===== src/hw/rtl/host_traffic_counter_table_unit_macros.svh =====
// Assertion macros for the host traffic counter table.
// Included by the modules that carry checks; relies on clk and rst_n in scope.
`ifndef HOST_TRAFFIC_COUNTER_TABLE_UNIT_MACROS_SVH
`define HOST_TRAFFIC_COUNTER_TABLE_UNIT_MACROS_SVH
`ifndef SYNTH
`define HTC_ASSERT(lbl, prop, msg) \
  lbl: assert property (@(posedge clk) disable iff (!rst_n) prop) else $error(msg);
`define HTC_NEVER(lbl, cond, msg) \
  lbl: assert property (@(posedge clk) disable iff (!rst_n) !(cond)) else $error(msg);
`else
`define HTC_ASSERT(lbl, prop, msg)
`define HTC_NEVER(lbl, cond, msg)
`endif
`endif


===== src/hw/rtl/htc_pkg.sv =====
// Shared types, codes and helpers of the host traffic counter table.
// No dependencies; imported by the controller, datapath and top level.
`timescale 1ns / 1ps
package htc_pkg;

  localparam logic [1:0] OP_RECORD  = 2'd0;
  localparam logic [1:0] OP_HOST_RD = 2'd1;
  localparam logic [1:0] OP_PORT_RD = 2'd2;
  localparam logic [1:0] OP_CLEAR   = 2'd3;

  localparam logic [1:0] ST_OK        = 2'd0;
  localparam logic [1:0] ST_HOST_FULL = 2'd1;
  localparam logic [1:0] ST_PORT_FULL = 2'd2;
  localparam logic [1:0] ST_EMPTY     = 2'd3;

  localparam logic [1:0] CLS_TCP   = 2'd0;
  localparam logic [1:0] CLS_UDP   = 2'd1;
  localparam logic [1:0] CLS_ICMP  = 2'd2;
  localparam logic [1:0] CLS_OTHER = 2'd3;

  localparam logic [7:0] PROTO_TCP  = 8'd6;
  localparam logic [7:0] PROTO_UDP  = 8'd17;
  localparam logic [7:0] PROTO_ICMP = 8'd1;

  // One counter group: inbound bytes, inbound packets, outbound bytes, outbound packets.
  localparam int GRP_W = 192;
  localparam int PKEY_W = 49;

  typedef enum logic [4:0] {
    CMD_NONE,
    CMD_LOAD,
    CMD_CLEAR,
    CMD_H_RD,
    CMD_H_NEXT,
    CMD_H_HIT,
    CMD_H_ALLOC,
    CMD_H_ZERO,
    CMD_HC_RD,
    CMD_HC_WR,
    CMD_P_RD,
    CMD_P_NEXT,
    CMD_P_HIT,
    CMD_P_ALLOC,
    CMD_P_ZERO,
    CMD_PC_RD,
    CMD_PC_WR,
    CMD_RD_HOST,
    CMD_RD_PORT,
    CMD_RESULT
  } htc_cmd_op_t;

  typedef struct packed {
    htc_cmd_op_t op;
    logic [1:0]  status;
  } htc_cmd_t;

  typedef struct packed {
    logic h_end;
    logic h_full;
    logic h_match;
    logic p_end;
    logic p_full;
    logic p_match;
    logic need_port;
    logic rd_host_ok;
    logic rd_port_ok;
    logic zero_last;
    logic out_free;
  } htc_sts_t;

  function automatic logic [1:0] proto_class(input logic [7:0] proto);
    logic [1:0] c;
    if (proto == PROTO_TCP) c = CLS_TCP;
    else if (proto == PROTO_UDP) c = CLS_UDP;
    else if (proto == PROTO_ICMP) c = CLS_ICMP;
    else c = CLS_OTHER;
    return c;
  endfunction

  // Adds one packet and len bytes to the inbound or outbound half of a group.
  function automatic logic [GRP_W-1:0] grp_add(input logic [GRP_W-1:0] g,
                                              input logic outbound,
                                              input logic [15:0] len);
    logic [GRP_W-1:0] r;
    r = g;
    if (!outbound) begin
      r[191:128] = g[191:128] + {48'd0, len};
      r[127:96]  = g[127:96] + 32'd1;
    end else begin
      r[95:32] = g[95:32] + {48'd0, len};
      r[31:0]  = g[31:0] + 32'd1;
    end
    return r;
  endfunction

endpackage


===== src/hw/rtl/htc_ctrl.sv =====
// Controller state machine of the host traffic counter table.
// Depends on htc_pkg; drives commands into htc_dp and reads its status.
`timescale 1ns / 1ps
module htc_ctrl import htc_pkg::*; (
  input  logic       clk,
  input  logic       rst_n,
  input  logic       in_valid,
  input  logic [1:0] in_operation,
  output logic       in_stall,
  input  htc_sts_t   sts,
  output htc_cmd_t   cmd
);
  typedef enum logic [14:0] {
    S_IDLE   = 15'b000000000000001,
    S_CLR    = 15'b000000000000010,
    S_RD     = 15'b000000000000100,
    S_RDWAIT = 15'b000000000001000,
    S_HSCAN  = 15'b000000000010000,
    S_HCMP   = 15'b000000000100000,
    S_HZERO  = 15'b000000001000000,
    S_HCRD   = 15'b000000010000000,
    S_HCWR   = 15'b000000100000000,
    S_PSCAN  = 15'b000001000000000,
    S_PCMP   = 15'b000010000000000,
    S_PZERO  = 15'b000100000000000,
    S_PCRD   = 15'b001000000000000,
    S_PCWR   = 15'b010000000000000,
    S_DONE   = 15'b100000000000000
  } htc_state_t;

  htc_state_t state_r, state_nxt;
  logic [1:0] op_r, op_nxt;
  logic [1:0] status_r, status_nxt;

  always_comb begin
    state_nxt  = state_r;
    op_nxt     = op_r;
    status_nxt = status_r;
    cmd.op     = CMD_NONE;
    cmd.status = status_r;
    unique case (state_r)
      S_IDLE: begin
        if (in_valid) begin
          cmd.op     = CMD_LOAD;
          op_nxt     = in_operation;
          status_nxt = ST_OK;
          unique case (in_operation)
            OP_RECORD:  state_nxt = S_HSCAN;
            OP_CLEAR:   state_nxt = S_CLR;
            default:    state_nxt = S_RD;
          endcase
        end
      end
      S_CLR: begin
        cmd.op    = CMD_CLEAR;
        state_nxt = S_DONE;
      end
      S_RD: begin
        if (op_r == OP_HOST_RD && sts.rd_host_ok) begin
          cmd.op    = CMD_RD_HOST;
          state_nxt = S_RDWAIT;
        end else if (op_r == OP_PORT_RD && sts.rd_port_ok) begin
          cmd.op    = CMD_RD_PORT;
          state_nxt = S_RDWAIT;
        end else begin
          status_nxt = ST_EMPTY;
          state_nxt  = S_DONE;
        end
      end
      S_RDWAIT: state_nxt = S_DONE;
      S_HSCAN: begin
        if (!sts.h_end) begin
          cmd.op    = CMD_H_RD;
          state_nxt = S_HCMP;
        end else if (sts.h_full) begin
          status_nxt = ST_HOST_FULL;
          state_nxt  = S_DONE;
        end else begin
          cmd.op    = CMD_H_ALLOC;
          state_nxt = S_HZERO;
        end
      end
      S_HCMP: begin
        if (sts.h_match) begin
          cmd.op    = CMD_H_HIT;
          state_nxt = S_HCRD;
        end else begin
          cmd.op    = CMD_H_NEXT;
          state_nxt = S_HSCAN;
        end
      end
      S_HZERO: begin
        cmd.op = CMD_H_ZERO;
        if (sts.zero_last) state_nxt = S_HCRD;
      end
      S_HCRD: begin
        cmd.op    = CMD_HC_RD;
        state_nxt = S_HCWR;
      end
      S_HCWR: begin
        cmd.op    = CMD_HC_WR;
        state_nxt = sts.need_port ? S_PSCAN : S_DONE;
      end
      S_PSCAN: begin
        if (!sts.p_end) begin
          cmd.op    = CMD_P_RD;
          state_nxt = S_PCMP;
        end else if (sts.p_full) begin
          status_nxt = ST_PORT_FULL;
          state_nxt  = S_DONE;
        end else begin
          cmd.op    = CMD_P_ALLOC;
          state_nxt = S_PZERO;
        end
      end
      S_PCMP: begin
        if (sts.p_match) begin
          cmd.op    = CMD_P_HIT;
          state_nxt = S_PCRD;
        end else begin
          cmd.op    = CMD_P_NEXT;
          state_nxt = S_PSCAN;
        end
      end
      S_PZERO: begin
        cmd.op    = CMD_P_ZERO;
        state_nxt = S_PCRD;
      end
      S_PCRD: begin
        cmd.op    = CMD_PC_RD;
        state_nxt = S_PCWR;
      end
      S_PCWR: begin
        cmd.op    = CMD_PC_WR;
        state_nxt = S_DONE;
      end
      S_DONE: begin
        if (sts.out_free) begin
          cmd.op    = CMD_RESULT;
          state_nxt = S_IDLE;
        end
      end
      default: state_nxt = S_IDLE;
    endcase
  end

  always_ff @(posedge clk) begin
    if (!rst_n) begin
      state_r  <= S_IDLE;
      op_r     <= OP_RECORD;
      status_r <= ST_OK;
    end else begin
      state_r  <= state_nxt;
      op_r     <= op_nxt;
      status_r <= status_nxt;
    end
  end

  assign in_stall = (state_r != S_IDLE);
endmodule


===== config.mk =====
export PLATFORM = sky130hd
export DESIGN_NAME = htc_ctrl
export DESIGN_NICKNAME = d
export VERILOG_FILES = /design/src/hw/rtl/host_traffic_counter_table_unit_macros.svh /design/src/hw/rtl/htc_pkg.sv /design/src/hw/rtl/htc_ctrl.sv
export SDC_FILE = /design/constraint.sdc
export NUM_CORES = 1
export LEC_CHECK = 0
export BUFFER_PORTS_ARGS = -buffer_cell sky130_fd_sc_hd__buf_4
export CORE_UTILIZATION = 40
export CTS_CLUSTER_SIZE = 16
export DETAILED_ROUTE_END_ITERATION = 8
export PLACE_DENSITY_LB_ADDON = 0.3
export SYNTH_ARGS = -nofsm -noshare
export SYNTH_HDL_FRONTEND = slang
export SYNTH_SLANG_ARGS = --single-unit

===== constraint.sdc =====
create_clock -name clk -period 4.9 [get_ports clk]
set_input_delay 0.49 -clock clk [delete_from_list [all_inputs] [get_ports clk]]
set_output_delay 0.49 -clock clk [all_outputs]
set_load 0.01 [all_outputs]

# After elaboration in Yosys (flattened, before gate mapping)
# Index checks and enable logic that the tools add are counted.
# word_totals
regBits,19
inputBits,16
output_inout_bits,8
wordCells,72
# classes
n_eq_ne,28
n_mux,33
reduce_logical,8
# ops
cell,n
$pmux W15 S13,1
$mux W15,10
$pmux W5 S14,1
$ne A2 B2 Y1 const B,9
$eq A15 B1 Y1 const B,1
$eq A15 B10 Y1 const B,1
$eq A15 B11 Y1 const B,1
$eq A15 B12 Y1 const B,1
$eq A15 B13 Y1 const B,1
$eq A15 B14 Y1 const B,1
$eq A15 B15 Y1 const B,1
$eq A15 B2 Y1 const B,1
$eq A15 B3 Y1 const B,1
$eq A15 B4 Y1 const B,1
$eq A15 B5 Y1 const B,1
$eq A15 B6 Y1 const B,1
$eq A15 B7 Y1 const B,1
$eq A15 B8 Y1 const B,1
$eq A15 B9 Y1 const B,1
$mux W5,3
$ne A15 B1 Y1 const B,1
$mux W2,7
$mux W13,1
$pmux W5 S2,1
other kinds (14),20

# Longest topological paths before layout
# Gate-level depths: netlist of run 1.
# logic_depth
depth_word,5
mapped_depth,7
mapped_depth_nobuf,5

# Worst setup path before layout of run 1
# No wires, ideal clock.
# synth_timing
path_type,register to output
from,reg state_r[1]
to,out cmd[4] (netlist name)
arrival_time_ns,1.843
t_required_ns,4.410
setup_slack_ns,2.567
path_stages_with_launch,6
n_path_buf,1
path_cell_list,dfxtp_1 > buf_2 > nor4_4 > nand3_2 > or4_1 > o211ai_1
# synth_lines
item,line,source
"start, declared",htc_ctrl.sv:31,"htc_state_t state_r, state_nxt;"
"start signal, assigned",htc_ctrl.sv:153,state_r <= state_nxt;
"end, declared",htc_ctrl.sv:11,output htc_cmd_t cmd

==> impl_metrics.py, run 1 <==
metrics = {
    "setup_path": {
        "crit_fanout": 10,
        "crit_family": "simple AND/OR/NAND/NOR gates",
        "reg2regPathDepth": 5,
        "startpoint_type": "flip-flop",
        "cp-end-kind": "output port",
        "path_cells": "nor4_4 > nand3_2 > or4_1 > a2bb2oi_1 > nand3_1 > buf_4",
        "reg2reg_to": "state_r[0]",
        "cp_num_buf_inv": 1,
        "crit_slowest_cell": "or4_1",
        "setup.worst_path.class": "reg2out",
        "worstPathArrival_ps": 2560,
        "worstPathRequired_ps": 4410,
        "cp_slowest_stage_delay_ps": 580,
        "r2r_slack_ps": 2640,
        "r2r-start": "state_r[8]",
    },
    "floorplan": {
        "fp.dieW_um": 62.21,
        "dieArea_um2": 3870,
        "io_pins": 24,
        "core_um2": 3416,
        "fp.dieH_um": 62.21,
        "start_util_pct": 42.45,
        "rows": 21,
    },
    "power_and_ir_drop": {
        "power.leakage_nw": 0.6213,
        "vdd_drop_max_mv": 0.1273,
        "power.density_nw_per_um2": 261.6,
    },
    "drt": {
        "drt_iter0_drc": 65,
        "vias": 1470,
        "drc_errors": 0,
        "wl_per_cell_um": 16.50,
        "drt_wl_total_um": 3943,
        "viasPerCell": 6.151,
        "firstDrtPassIters": 4,
        "antenna_left": 0,
    },
    "outcome": {
        "run_status": "finished clean",
    },
    "finish": {
        "layout.nets": 212,
        "n_antenna_cell": 0,
        "instances_no_fill": 239,
        "drive_gt1_share_pct": 20.73,
        "area_growth_pct": 12.60,
    },
    "global_route": {
        "globalRouteMet1Util_pct": 28.44,
        "grt_max_degree": 12,
        "grt_pass1_wl_um": 6506,
        "grt_pass1_vias": 1336,
        "use_met3_pct": 3.125,
        "busiest_layer": "met2",
        "grt_usage_pct": 21.37,
        "antenna_found_initial": 0,
        "grt_use_met2_pct": 33.24,
        "grt-ovfl-total": 0,
    },
    "yosys": {
        "yosysTopAreaCell": "dfxtp_1",
        "synth_area_leaders": "dfxtp_1 (26%), nor3_1 (4.8%), nor4_4 (4.4%)",
        "async_flop_share_pct": 0,
        "synth_nets": 196,
        "synth_common_cells": "dfxtp_1 (19), nor3_1 (14), nand2_1 (10)",
        "yosysWarnings": 0,
        "synthCells": 178,
        "synth_edf_count": 0,
        "ys_ff_latch": 19,
        "ys.flop_type": "dfxtp_1",
        "ys_types": 50,
        "synth_most_common_cell": "dfxtp_1",
        "ys_seq_area_share_pct": 26.23,
        "synthDominantCellAreaShare_pct": 26.23,
        "syn_area_um2": 1450,
        "avgSynthCellArea_um2": 8.147,
    },
    "place": {
        "gp_congestion": 0.9325,
        "place_ws_ps": 2236,
        "io_buffers": 23,
        "dp_hpwl_um": 3079,
        "placed_cells": 235,
    },
    "clock_network": {
        "cts_tree": "done",
        "postCtsSetupBuffers": 0,
        "insertion_delay_ps": 310,
        "ctsResizeCount": 0,
        "cts-root-buf": "clkbuf_4",
        "hold_buffers": 0,
        "clockBufferDepth": 2,
        "cts.sinks": 19,
        "clkSlewWorstSetupHoldPaths_ps": 120,
        "cts_made_buffers": 3,
        "cts-htree-levels": 1,
    },
    "timing": {
        "fin_skew_ps": 7.340,
        "tns_ps": 0,
        "tightest_slew_ps": 603.5,
        "timing.fmax_mhz": 327.6,
        "setup_viol_count_final": 0,
        "relSlewSlack_pct": 59.20,
        "rsz0062_at_grt": "false",
        "hold_violations": 0,
        "period_share_pct": 62.30,
        "min_period_ps": 3053,
        "finalWorstSetupSlack_ps": 1847,
        "drv_slew": 0,
    },
    "hold_path": {
        "hold_path_depth": 2,
        "hp-start": "sts[7]",
        "min_path_type": "in2reg",
        "min_to": "state_r[10]",
    },
    "flow_run": {
        "maxCapViolations": 0,
    },
}
[how the worst max path moves through the flow]
stage,startpoint,to,slack (ps),depth (start not counted)
6_report,state_r[1],cmd[3],1850,6
5_1_grt,state_r[1],cmd[3],1690,6
4_1_cts,state_r[1],cmd[3],1880,6
3_5_place_dp,state_r[1],cmd[3],2240,6
3_3_place_gp,state_r[1],cmd[3],2260,6
2_1_floorplan,state_r[1],cmd[4],2570,5
[stage by stage]
| step | total power, mW | cell area (µm²) | util, % | hold WS [ps] |
|---|---|---|---|---|
| after floorplan | 0.2916 | 1450 | - | 439.7 |
| after global placement | 0.3427 | 1607 | 47.03 | 456.0 |
| after CTS | 0.4265 | 1633 | 47.80 | 369.0 |
| final | 0.4272 | 1633 | 47.80 | 370.5 |
| after global routing | 0.4529 | 1633 | 47.80 | 360.8 |
| after detailed placement | 0.3443 | 1607 | 47.03 | 459.4 |
[registers in the layout, indices dropped and copies added (netlist names)]
name	flops
op_r	2
state_r	15
status_r	2
[power by group]
| group | internal, mW | leakage [nW] | switching (mW) |
|---|---|---|---|
| Clock | 0.0318 | 0.0150 | 0.0521 |
| Combinational | 0.0731 | 0.452 | 0.0908 |
| Sequential | 0.165 | 0.154 | 0.0144 |
| Total | 0.270 | 0.621 | 0.157 |
[routing by layer]
metal	part of all wire, %	vias to the layer above
met5	0	-
met4	3.3	0
met3	6.0	11
met2	45	60
met1	46	686
li1	-	713
[cell type report]
cell class	instances	area [µm²]
clock buffer	4	26.28
timing repair buffer	23	172.7
tap	46	57.56
inverter	8	30.03
multi-input combinational	139	965.9
fill	362	1783
sequential	19	380.4
[cell usage in the layout (no fill, tap or decap), types with 4 or more instances in the layout]
cell / instances
buf_4: 23
nor3_1: 14
a31oi_1: 4
nand4_1: 4
and2_1: 6
inv_1: 7
nor4b_1: 4
o21ai_0: 5
or4b_2: 4
dfxtp_1: 19
nand2_1: 10
nor4_1: 5
a21oi_1: 9
nand3_1: 7
nor2_1: 9
[kinds of logic after synthesis]
family	after synthesis	share of synthesized area (%)
fa+ha+maj	2	1.725
flops	19	26.23
xor+xnor	4	2.416
mux	2	1.381
compound gates	37	17.60
buf+inv	20	7.161
simple gates	94	43.49
No activity file was read; power rests on OpenSTA's default activity.
==> inputs of run 2 (changes only) <==
==> constraint.sdc (replaced) <==
create_clock -name clk -period 2.64 [get_ports clk]
set_input_delay 0.264 -clock clk [delete_from_list [all_inputs] [get_ports clk]]
set_output_delay 0.264 -clock clk [all_outputs]
set_load 0.01 [all_outputs]
==> run 2 against run 1 <==
  * Utilization is 1.8 points higher
  * Largest power group unchanged
  * Critical path depth stayed put
  * Clock power is 81% higher
  * Register-to-register slack worse by 2200 ps
  * Wire length is 2.6% higher
  * Clock-buffer cell count stayed put
  * Largest cell class unchanged
  * Critical path type unchanged
==> impl_metrics.py, run 2 (same netlist as run 1, synthesis figures left out) <==
metrics = {
    "timing": {
        "fin_skew_ps": 3.044,
        "period_share_pct": 96.99,
        "hold_violations": 0,
        "timing.fmax_mhz": 390.5,
        "min_period_ps": 2561,
        "drv_slew": 0,
        "finalWorstSetupSlack_ps": 79.46,
        "relSlewSlack_pct": 60.72,
        "tightest_slew_ps": 581.0,
        "setup_viol_count_final": 0,
    },
    "setup_path": {
        "reg2reg_to": "state_r[2]",
        "cp-end-kind": "output port",
        "startpoint_type": "flip-flop",
        "worstPathRequired_ps": 2380,
        "reg2regPathDepth": 5,
        "r2r-start": "state_r[9]",
        "crit_fanout": 9,
        "worstPathArrival_ps": 2300,
        "r2r_slack_ps": 440,
        "setup.worst_path.class": "reg2out",
    },
    "hold_path": {
        "hold_path_depth": 2,
        "hp-start": "sts[10]",
        "min_path_type": "in2reg",
        "min_to": "state_r[5]",
    },
    "finish": {
        "largest_reg_flops": 15,
        "regArea_um2": 381.6,
        "drive_gt1_share_pct": 24.12,
        "top_register": "state_r",
        "area_growth_pct": 16.74,
        "n_antenna_cell": 0,
        "top_regs": "state_r x15, op_r x2, status_r x2",
        "layout.nets": 218,
        "nFillCells": 351,
        "final_common_cell": "buf_4",
        "instances_no_fill": 245,
        "multi_input_area_um2": 979.7,
        "fin_util_pct": 49.56,
        "final_cell_mix": "buf_4 (29), dfxtp_1 (18), nor3_1 (14)",
    },
    "floorplan": {
        "fp.dieH_um": 62.21,
        "rows": 21,
        "io_pins": 24,
        "dieArea_um2": 3870,
        "fp.dieW_um": 62.21,
        "start_util_pct": 42.45,
        "core_um2": 3416,
    },
    "power_and_ir_drop": {
        "power.leakage_nw": 0.6545,
        "power.density_nw_per_um2": 481.6,
        "vdd_drop_max_mv": 0.2358,
        "power_mw": 0.8152,
    },
    "outcome": {
        "run_status": "finished clean",
    },
    "clock_network": {
        "cts-root-buf": "clkbuf_4",
        "clockBufferDepth": 2,
        "clkSlewWorstSetupHoldPaths_ps": 110,
        "cts-htree-levels": 1,
        "cts_tree": "done",
        "insertion_delay_ps": 300,
        "hold_buffers": 0,
        "cts.sinks": 19,
        "cts_made_buffers": 3,
        "postCtsSetupBuffers": 0,
        "ctsResizeCount": 0,
    },
    "global_route": {
        "grt_pass1_wl_um": 6575,
        "grt-ovfl-total": 0,
        "grt_usage_pct": 21.37,
        "grt_pass1_vias": 1458,
        "antenna_found_initial": 0,
        "grt_max_degree": 12,
    },
    "drt": {
        "top_layer_used": "met4",
        "wl_per_cell_um": 16.51,
        "viasPerCell": 6.180,
        "drc_errors": 0,
        "dr_wl_met2_um": 1885,
        "antenna_left": 0,
        "vias": 1514,
        "wirelength_met1_um": 1835,
        "drt_wl_total_um": 4045,
        "drt_iter0_drc": 114,
        "wl_met3_um": 227,
        "firstDrtPassIters": 4,
    },
    "place": {
        "placed_cells": 241,
        "io_buffers": 23,
        "dp_hpwl_um": 3071,
        "place_ws_ps": 394.2,
        "gp_congestion": 0.9553,
    },
    "flow_run": {
        "maxCapViolations": 0,
    },
}
run 2: changes by cell type in the layout (fill, tap and decap cells not counted):
cell	change
nor4b_1	-1
nand3_4	+1
nor4b_2	+1
dfxtp_2	+1
buf_4	+6
dfxtp_1	-1
nand3_2	-1
run 2: layer usage:
metal	vias to the layer above	global-route usage, %
met3	12	2.022
met5	-	0
met1	715	28.09
met4	0	10.47
li1	725	-
met2	62	34.89
run 2: worst max-delay path by stage:
stage / startpoint / cells past startpoint / to
global route: state_r[2] / 6 / cmd[2]
CTS: state_r[8] / 6 / cmd[3]
finish: state_r[9] / 6 / cmd[3]
detailed placement: state_r[8] / 6 / cmd[3]
global placement: state_r[8] / 5 / state_r[1]
floorplan: state_r[1] / 5 / cmd[4]
run 2: area by class of cell:
class | instances | area share, %
flip-flops and latches | 19 | 22.54
inverters | 8 | 1.774
multi-input cells | 139 | 57.87
repair buffers | 29 | 12.86
clock buffers | 4 | 1.552
well taps | 46 | 3.400
run 2: per-stage QoR:
| stage | hold slack [ps] | setup TNS [ps] | cell area [µm²] |
|---|---|---|---|
| 6_report | 149.9 | 0 | 1693 |
| 5_1_grt | 130.6 | -4.122 | 1693 |
| 4_1_cts | 144.3 | 0 | 1678 |
| 3_5_place_dp | 461.0 | 0 | 1652 |
| 3_3_place_gp | 457.6 | 0 | 1652 |
| 2_1_floorplan | 342.0 | 0 | 1450 |
run 2: worst max-delay path, cell delays in order (launching register included):
cell and delay, ps:
dfxtp_1 430, or4_4 560, or4_4 550, nor2_1 130, a2bb2oi_1 100, nand3_1 100
buf_4 130
run 2: power breakdown:
group | internal (mW) | switching (mW)
Clock | 0.0589 | 0.0930
Sequential | 0.306 | 0.0276
Combinational | 0.154 | 0.175
==> inputs of run 3 (changes only) <==
--- a/config.mk
+++ b/config.mk
@@ -5,10 +5,11 @@
 export SDC_FILE = /design/constraint.sdc
 export NUM_CORES = 1
 export LEC_CHECK = 0
-export BUFFER_PORTS_ARGS = -buffer_cell sky130_fd_sc_hd__buf_4
 export CORE_UTILIZATION = 40
+export CTS_BUF_LIST = sky130_fd_sc_hd__clkbuf_16
 export CTS_CLUSTER_SIZE = 16
 export DETAILED_ROUTE_END_ITERATION = 8
+export DONT_BUFFER_PORTS = 1
 export PLACE_DENSITY_LB_ADDON = 0.3
 export SYNTH_ARGS = -nofsm -noshare
 export SYNTH_HDL_FRONTEND = slang
==> run 3 against run 2 <==
  * Die area stayed put
  * First-iteration DRC count up 33%
  * Largest power group unchanged
  * Non-clock buffer count fell by 24
  * Register-to-register slack got worse by 60 ps
  * Cell count down 9.8%
  * Combinational power shrank 18%
  * Sequential cell count is the same
  * Power up 14%
  * Largest cell class unchanged
  * Hold slack worse by 66 ps
  * Utilization decreased by 4.0 points
  * Clock power is 110% higher
  * Fmax increased by 0.43%
  * Critical path type unchanged
==> impl_metrics.py, run 3 (same netlist as run 1, synthesis figures left out) <==
metrics = {
    "outcome": {
        "run_status": "finished clean",
    },
    "floorplan": {
        "core_um2": 3416,
        "fp.dieW_um": 62.21,
        "fp.dieH_um": 62.21,
        "start_util_pct": 42.45,
        "dieArea_um2": 3870,
        "io_pins": 24,
        "rows": 21,
    },
    "finish": {
        "final_common_cell": "dfxtp_1",
        "drive_gt1_share_pct": 13.71,
        "n_antenna_cell": 0,
        "top_regs": "state_r x15, op_r x2, status_r x2",
        "largest_reg_flops": 15,
        "final_cell_mix": "dfxtp_1 (19), nor3_1 (14), nand2_1 (10)",
        "layout.nets": 194,
        "area_growth_pct": 7.420,
        "top_register": "state_r",
    },
    "drt": {
        "vias": 1430,
        "firstDrtPassIters": 4,
        "drt_wl_total_um": 4094,
        "antenna_left": 0,
        "wl_per_cell_um": 18.52,
        "drc_errors": 0,
        "viasPerCell": 6.471,
        "drt_iter0_drc": 152,
    },
    "clock_network": {
        "clkSlewWorstSetupHoldPaths_ps": 60,
        "postCtsSetupBuffers": 0,
        "cts_tree": "done",
        "cts-root-buf": "clkbuf_16",
        "cts.sinks": 19,
        "cts-htree-levels": 1,
        "clockBufferDepth": 2,
        "insertion_delay_ps": 260,
        "cts_made_buffers": 3,
        "ctsResizeCount": 0,
        "hold_buffers": 0,
    },
    "timing": {
        "drv_slew": 0,
        "relSlewSlack_pct": 62.90,
        "setup_viol_count_final": 0,
        "tightest_slew_ps": 548.7,
        "period_share_pct": 96.58,
        "min_period_ps": 2550,
        "fin_skew_ps": 2.270,
        "timing.fmax_mhz": 392.2,
        "hold_violations": 0,
        "rsz0062_at_grt": "false",
        "tns_ps": 0,
        "finalWorstSetupSlack_ps": 90.30,
    },
    "global_route": {
        "grt_max_degree": 12,
        "grt_usage_pct": 21.71,
        "grt-ovfl-total": 0,
        "grt_pass1_vias": 1323,
        "grt_pass1_wl_um": 6651,
        "antenna_found_initial": 0,
    },
    "power_and_ir_drop": {
        "p_switching_mw": 0.3039,
        "vdd_drop_max_mv": 0.3697,
        "power.density_nw_per_um2": 597.5,
        "power_mw": 0.9308,
        "pwr-share-comb_pct": 29.0,
        "intPower_mw": 0.6269,
        "swShare_pct": 32.65,
        "power.leakage_nw": 0.5589,
        "seqPwrFrac_pct": 36.3,
        "p_clk_share_pct": 34.6,
    },
    "setup_path": {
        "worstPathArrival_ps": 2290,
        "crit_fanout": 11,
        "reg2regPathDepth": 5,
        "cp-end-kind": "output port",
        "startpoint_type": "flip-flop",
        "setup.worst_path.class": "reg2out",
        "worstPathRequired_ps": 2380,
        "r2r_slack_ps": 380,
        "r2r-start": "state_r[8]",
        "reg2reg_to": "state_r[1]",
    },
    "place": {
        "place_ws_ps": 378.2,
        "dp_hpwl_um": 3143,
        "io_buffers": 0,
        "gp_congestion": 0.9076,
    },
    "hold_path": {
        "hp-start": "sts[10]",
        "min_to": "state_r[5]",
        "hold_path_depth": 1,
        "min_path_type": "in2reg",
    },
    "flow_run": {
        "maxCapViolations": 0,
    },
}
==> run 3: cell count changes in the layout (fill, tap and decap cells not counted), sizes merged <==
cell | before | now
buf | 29 | 5
clkbuf | 4 | 3
clkinv | 1 | 2
==> run 3: metal layers <==
metal,share of wire [%],vias up,global-route usage (%)
met3,9.1,4,7.169
li1,-,680,-
met2,47,65,36.26
met4,0.83,0,4.651
met1,43,681,27.05
met5,0,-,0
==> run 3: how the worst max path moves through the flow <==
stage	start	end	slack [ps]	depth (start not counted)
after floorplan	state_r[1]	cmd[4]	530	5
after global placement	state_r[8]	cmd[2]	380	5
after detailed placement	state_r[8]	cmd[2]	380	5
after CTS	state_r[8]	cmd[2]	100	5
after global routing	state_r[1]	cmd[4]	10	5
final	state_r[8]	cmd[3]	90	5
==> run 3: critical path, stage by stage (launching register included) <==
cell	delay [ps]
dfxtp_1	430
or4_4	590
or4_4	550
nor2_1	180
a2bb2oi_1	120
nand3_1	160
==> run 3: power by group through the flow <==
| stage | sequential [mW] | clock (mW) | combinational, mW |
|---|---|---|---|
| 4_1_cts | 0.337 | 0.325 | 0.265 |
| 3_3_place_gp | 0.341 | 0 | 0.263 |
| 3_5_place_dp | 0.343 | 0 | 0.263 |
| 6_report | 0.338 | 0.322 | 0.270 |
| 5_1_grt | 0.341 | 0.338 | 0.295 |
| 2_1_floorplan | 0.333 | 0 | 0.209 |
==> run 3: final cells by class <==
| class | count | area [µm²] |
|---|---|---|
| multi-input combinational | 139 | 972.2 |
| clock inverter | 1 | 5.005 |
| sequential | 19 | 380.4 |
| inverter | 8 | 30.03 |
| timing repair buffer | 5 | 37.54 |
| fill | 360 | 1858 |
| tap | 46 | 57.56 |
| clock buffer | 3 | 75.07 |
==> run 3: stage by stage <==
stage	std cells	util [%]	hold WS [ps]	area, µm²
final	221	45.60	83.45	1558
after global routing	221	45.60	76.70	1558
after CTS	221	45.42	81.86	1551
after detailed placement	217	43.08	349.8	1471
after global placement	217	43.08	347.3	1471
after floorplan	178	-	342.0	1450
